<file path="config.mk">
export PLATFORM = sky130hd
export DESIGN_NAME = sqi_queue
export DESIGN_NICKNAME = d
export VERILOG_FILES = /design/src/sv/sqi_pkg.sv /design/src/sv/sqi_queue.sv
export SDC_FILE = /design/constraint.sdc
export NUM_CORES = 1
export LEC_CHECK = 0
export BUFFER_PORTS_ARGS = -buffer_cell sky130_fd_sc_hd__buf_2
export CORE_ASPECT_RATIO = 0.5
export CORE_UTILIZATION = 55
export DETAILED_ROUTE_END_ITERATION = 8
export MAX_ROUTING_LAYER = met4
export PLACE_DENSITY = 0.73
export SKIP_CTS_REPAIR_TIMING = 1
export SYNTH_ARGS = -nofsm -noshare
export SYNTH_HDL_FRONTEND = slang
export SYNTH_SLANG_ARGS = --single-unit
</file>
<file path="constraint.sdc">
create_clock -name clk -period 5.1 [get_ports clk]
set_clock_uncertainty 0.15 [all_clocks]
set_input_delay 0.51 -clock clk [delete_from_list [all_inputs] [get_ports clk]]
set_output_delay 0.51 -clock clk [all_outputs]
set_load 0.02 [all_outputs]
</file>
<file path="src/sv/sqi_pkg.sv">
`default_nettype none
package sqi_pkg;

  // field and register widths
  localparam int COORD_WIDTH  = 21;
  localparam int T_FRAC_BITS  = 16;
  localparam int IN_FIELD_W   = 21;
  localparam int NORM_W       = 16;
  localparam int VERT_W       = 63;
  localparam int NORMAL_REG_W = 48;
  localparam int TOL_W        = 20;
  localparam int CFG_IDX_W    = 3;
  localparam int CFG_DATA_W   = 63;
  localparam int IN_TDATA_W   = 128;
  localparam int OUT_TDATA_W  = 8;
  localparam int QUEUE_DEPTH  = 4;

  // register indexes
  typedef enum logic [CFG_IDX_W-1:0] {
    REG_VERTEX_ONE   = 3'd0,
    REG_VERTEX_TWO   = 3'd1,
    REG_VERTEX_THREE = 3'd2,
    REG_VERTEX_FOUR  = 3'd3,
    REG_PLANE_NORMAL = 3'd4,
    REG_TOLERANCE    = 3'd5
  } cfg_reg_t;

  // configuration register group
  typedef struct packed {
    logic [VERT_W-1:0]       v1;
    logic [VERT_W-1:0]       v2;
    logic [VERT_W-1:0]       v3;
    logic [VERT_W-1:0]       v4;
    logic [NORMAL_REG_W-1:0] normal;
    logic [TOL_W-1:0]        tol;
  } cfg_t;

  localparam logic [NORMAL_REG_W-1:0] NORMAL_RESET = 48'h4000_0000_0000;
  localparam logic [TOL_W-1:0]        TOL_RESET    = 20'd1;

endpackage
`default_nettype wire

</file>
<file path="src/sv/sqi_queue.sv">
`default_nettype none
module sqi_queue #(
  parameter int WIDTH = 8,
  parameter int DEPTH = sqi_pkg::QUEUE_DEPTH
) (
  input  wire logic             clk,
  input  wire logic             rst_n,
  input  wire logic             in_valid,
  output logic                  in_ready,
  input  wire logic [WIDTH-1:0] in_data,
  output logic                  out_valid,
  input  wire logic             out_ready,
  output logic [WIDTH-1:0]      out_data
);
  import sqi_pkg::*;

  localparam int AW = (DEPTH > 1) ? $clog2(DEPTH) : 1;
  localparam int CNW = $clog2(DEPTH + 1);

  logic [WIDTH-1:0] mem_r [DEPTH];
  logic [AW-1:0]    wr_ptr_r, rd_ptr_r;
  logic [CNW-1:0]   cnt_r;
  logic             push, pop;

  assign in_ready  = cnt_r != CNW'(DEPTH);
  assign out_valid = cnt_r != '0;
  assign push      = in_valid && in_ready;
  assign pop       = out_valid && out_ready;
  assign out_data  = mem_r[rd_ptr_r];

  // storage
  always_ff @(posedge clk) begin
    if (push) mem_r[wr_ptr_r] <= in_data;
  end

  // pointers and fill count
  always_ff @(posedge clk) begin
    if (!rst_n) begin
      wr_ptr_r <= '0;
      rd_ptr_r <= '0;
      cnt_r    <= '0;
    end else begin
      if (push) wr_ptr_r <= (wr_ptr_r == AW'(DEPTH - 1)) ? '0 : wr_ptr_r + 1'b1;
      if (pop)  rd_ptr_r <= (rd_ptr_r == AW'(DEPTH - 1)) ? '0 : rd_ptr_r + 1'b1;
      if (push && !pop)      cnt_r <= cnt_r + 1'b1;
      else if (pop && !push) cnt_r <= cnt_r - 1'b1;
    end
  end

endmodule
`default_nettype wire

</file>
# == Yosys cells after proc, flatten, opt, wreduce, memory -nomap -nowiden ==
# Memory sizes are Yosys's and may differ from the RTL's. A register that Yosys moved wholly into a read port is not among the register bits.
# Index checks and enable logic that the tools add are counted.
# totals
register_bits,7
ramBits,32
input_bits,12
output_inout_bits,10
wordCells,27
n_memories,1
# op_classes
n_addsub,4
eq_ne,3
mux,8
reduce_logical,8
# mem_list
name,words,width,rd,rd_clocked_by_memory_dff,wr,line,text
mem_r,4,8,1,1,1,sqi_queue.sv:20,logic [WIDTH-1:0] mem_r [DEPTH];
# op_table
cell,n
$mux 2,4
$mux 3,2
$add 2x1->2 const B,2
$eq 2x2->1 const B,2
$logic_and 1x1->1,4
$add 3x1->3 const B,1
$ne 3x3->1 const B,1
$reduce_bool 3->1,1
$sub 3x1->3 const B,1
$logic_not 1->1,2
$mux 1,2
$reduce_bool 2->1,1

# == Longest topological paths before layout ==
# logic_depth
word_depth,6
ltp_mapped,9

# == Least setup slack after synthesis ==
# No wires, ideal clock.
# synth_timing
kind,register to register
startpoint,register cnt_r[0]
endpoint,register cnt_r[2]
setup_time_ps,76
t_arrival_ps,2155
required_ps,4874
setup_slack_ps,2719
stages_incl_launch_ff,10
synth_period_minus_slack_ps,2381
cell_sequence,dfxtp_1 -> or3b_1 -> clkbuf_2 -> and2_4 -> ha_1 -> inv_1 -> fa_1 -> xor2_1 -> or3_2 -> a21boi_0
# synth_between
elab_chain_cells,5
# synth_rtl
item,line,text
from (decl),sqi_queue.sv:22,logic [CNW-1:0] cnt_r;
from (signal assigned),sqi_queue.sv:45,if (push && !pop) cnt_r <= cnt_r + 1'b1;
from (signal assigned),sqi_queue.sv:46,else if (pop && !push) cnt_r <= cnt_r - 1'b1;
$ne 3x3->1 *,sqi_queue.sv:25,assign in_ready = cnt_r != CNW'(DEPTH);
net in_ready,sqi_queue.sv:9,"output logic in_ready,"
$logic_and 1x1->1 *,sqi_queue.sv:27,assign push = in_valid && in_ready;
net push,sqi_queue.sv:23,"logic push, pop;"
$logic_not 1->1,sqi_queue.sv:46,
$logic_and 1x1->1,sqi_queue.sv:46,
$reduce_bool 2->1 (no line),n/a,
# Mark *: on every way through the listed nets, which the timed path passes. The rest lies on a longest branch. The select of a mux whose other input is x is not followed.
# A chain may end at the register's enable or synchronous reset.

# == Worst setup path in the final report ==
# layout_timing
startpoint,register cnt_r[0]
endpoint,register cnt_r[2]
# layout_between
elab_chain_cells,5
# layout_rtl
item
branches (longest 5 deep; another with $sub 3x1->3)
# Parallel ways; which one is timed is not known. The select of a mux whose other input is x is not followed.

==> run summary <==
worst slew pin tran: 608 ps
cts bufs inserted: 5
Final min period: 2640 ps
Starting Density: 0.606
setup tns final: 0 ps
initial antenna violation count: 0
Port Buf Inserts: 21
Ports: 22
clock share of power: 0.253
status: complete, no violations
Cell Chain, Critical Path: o31ai_1 -> ha_1 -> inv_1 -> fa_1 -> xor2_1 -> or3_2 -> a21boi_0
Yosys reg bits: 41
WL final: 2610 um
drt drc: 0
R2R depth: 7
clock net sink count: 41
Max Fclk: 0.379 GHz
switching share of total power: 0.296
Fin Hold WS: 287 ps
synthesized area: 1640 um2
clk buf depth: 2
H-tree lvl count: 2
Mapped Cells: 93
Slowest-stage cell, CP: o31ai_1
hold path depth: 1
Power Total: 970 uW
Crit Path Category: flop to flop
Worst setup EP type: flop
vias in the first global route: 862
# nets final: 136
endpoints failing hold: 0
share of the yosys chip area belonging to registers: 0.698
routability congestion estimate: 0.668
pin count of the biggest net entering global routing: 13
First-pass DRT Iterations: 4
Post-Syn Area per Cell: 17.6 um2
final HPWL from detailed placement: 1930 um
Yosys top cell by area: edfxtp_1
most common cell after layout, fill and taps aside: edfxtp_1
worst reg2reg startpoint: cnt_r[0]
max incr delay on CP: 550 ps
most frequent cells in the layout: edfxtp_1, buf_2, dfxtp_1
FILL cells: 195
DRT iter0 DRCs: 43
CTS tree: done
min-delay src: in_data[3]
Via Count: 848
via density per instance: 5.47
Mapped Nets: 112
core area: 2700 um2
crit start category: flop
Antenna Diode Count: 0
critical path arrival: 2710 ps
first-pass GRT wire length: 4020 um
die span in y: 40.6 um
Psw: 287 uW
CP Data Required Time: 5170 ps
RSZ-0062 raised after global routing: false
logic gate share of total power: 0.277
Pint: 683 uW
Worst-Skew Late Latency: 280 ps
Crit Path Max Fanout: 5
Final Cycle Share: 0.518
ranking of synthesized cells by area: edfxtp_1, dfxtp_1, mux4_2
Routed WL per cell: 16.9 um
Rows: 13
Remaining Overflow, GRT: 0
layout cells sized above 1: 0.356
Synth top area share: 0.588
P per Cell Area: 517 nW/um2
Critical Path Start: cnt_r[0]
Die W: 79.1 um
endpoints failing setup: 0
Netlist cell types: 26
area grow syn2layout: 14.7%
YS warnings: 0
total track usage: 0.200
path category of the worst min-delay check: input pin to flop
Static Leak: 0.687 nW
Worst slew margin: 0.591
full die area: 3210 um2
Seq pwr share: 0.470
Peak VDD IR: 318 uV
number of max-cap violations: 0
Root Driver: clkbuf_8
Pins Over Slew Limit: 0
Clock transition at path regs: 70 ps
Final ANT Viol Nets: 0
power by group through the flow:
stage	combinational (mW)	sequential, mW	clock [mW]
after floorplan	0.218	0.439	0
after global placement	0.251	0.458	0
after detailed placement	0.271	0.465	0
after CTS	0.273	0.458	0.252
after global routing	0.302	0.464	0.265
final	0.269	0.456	0.245
through the flow:
stage	area [um2]	util	setup WS, ps	cells
3_3_place_gp	1770	0.655	2720	147
3_5_place_dp	1770	0.655	2490	147
4_1_cts	1880	0.695	2470	155
2_1_floorplan	1640	-	2720	93
6_report	1880	0.695	2460	155
5_1_grt	1880	0.695	2190	155
layer usage:
| metal | share of wire | up-vias | GRT usage |
|---|---|---|---|
| met5 | 0 | - | - |
| met4 | 0.010 | 0 | 0.0682 |
| met3 | 0.053 | 3 | 0.0886 |
| met2 | 0.52 | 21 | 0.366 |
| met1 | 0.42 | 419 | 0.201 |
| li1 | - | 405 | - |
cell usage after synthesis:
library cell  instances
or3b_1                1
o31ai_1               1
buf_2                 1
nand3_1               2
fa_1                  1
xor2_1                1
and2_4                1
nand4_1               1
o21ai_0               4
inv_1                 3
nor2_1                2
xnor2_1               1
buf_1                 1
dfxtp_1               9
nand2_1               5
and3_2                4
ha_1                  6
nor2b_1               1
or3_2                 2
edfxtp_1             32
and2_1                1
mux2i_1               2
a21boi_0              1
clkbuf_1              1
clkbuf_2              1
mux4_2                8
sequential cells by signal (all words and copies together), names as in the netlist, named ones only:
| signal | cells |
|---|---|
| rd_ptr_r | 2 |
| mem_r | 32 |
| wr_ptr_r | 2 |
| cnt_r | 3 |
final cells by class:
class | instances | area (um2) | area share
Clock inverter | 2 | 33.8 | 0.0180
Inverter | 3 | 11.3 | 0.00600
Timing Repair Buffer | 21 | 105 | 0.0560
Multi-Input combinational cell | 45 | 465 | 0.248
Tap cell | 37 | 46.3 | 0.0247
Sequential cell | 41 | 1140 | 0.608
Clock buffer | 6 | 72.6 | 0.0387
worst max-delay path, delay by kind of cell, from the launching register on:
kind / cells / cell delay (ps)
buffers and inverters: 1 / 70
DFF: 1 / 370
adders and majority gates: 2 / 700
and+or+nand+nor: 1 / 410
xor gates and xnor gates: 1 / 160
AOI/OAI and AO/OA: 2 / 710
cells by family after synthesis:
group	synth area share
AO/OA/AOI/OAI	0.0214
XOR/XNOR	0.0107
adder cells (fa/ha/maj)	0.0581
buffers and inverters	0.0176
flip-flops	0.698
multiplexers	0.122
AND/OR/NAND/NOR	0.0719
path summary, 6_finish.rpt:
path            endpoint  slack, ps
max             cnt_r[2]       2460
min          mem_r[1][3]        290
max reg2reg     cnt_r[2]       2460
min reg2reg  wr_ptr_r[1]        360
Note: power is estimated with default switching activity, not from simulation.
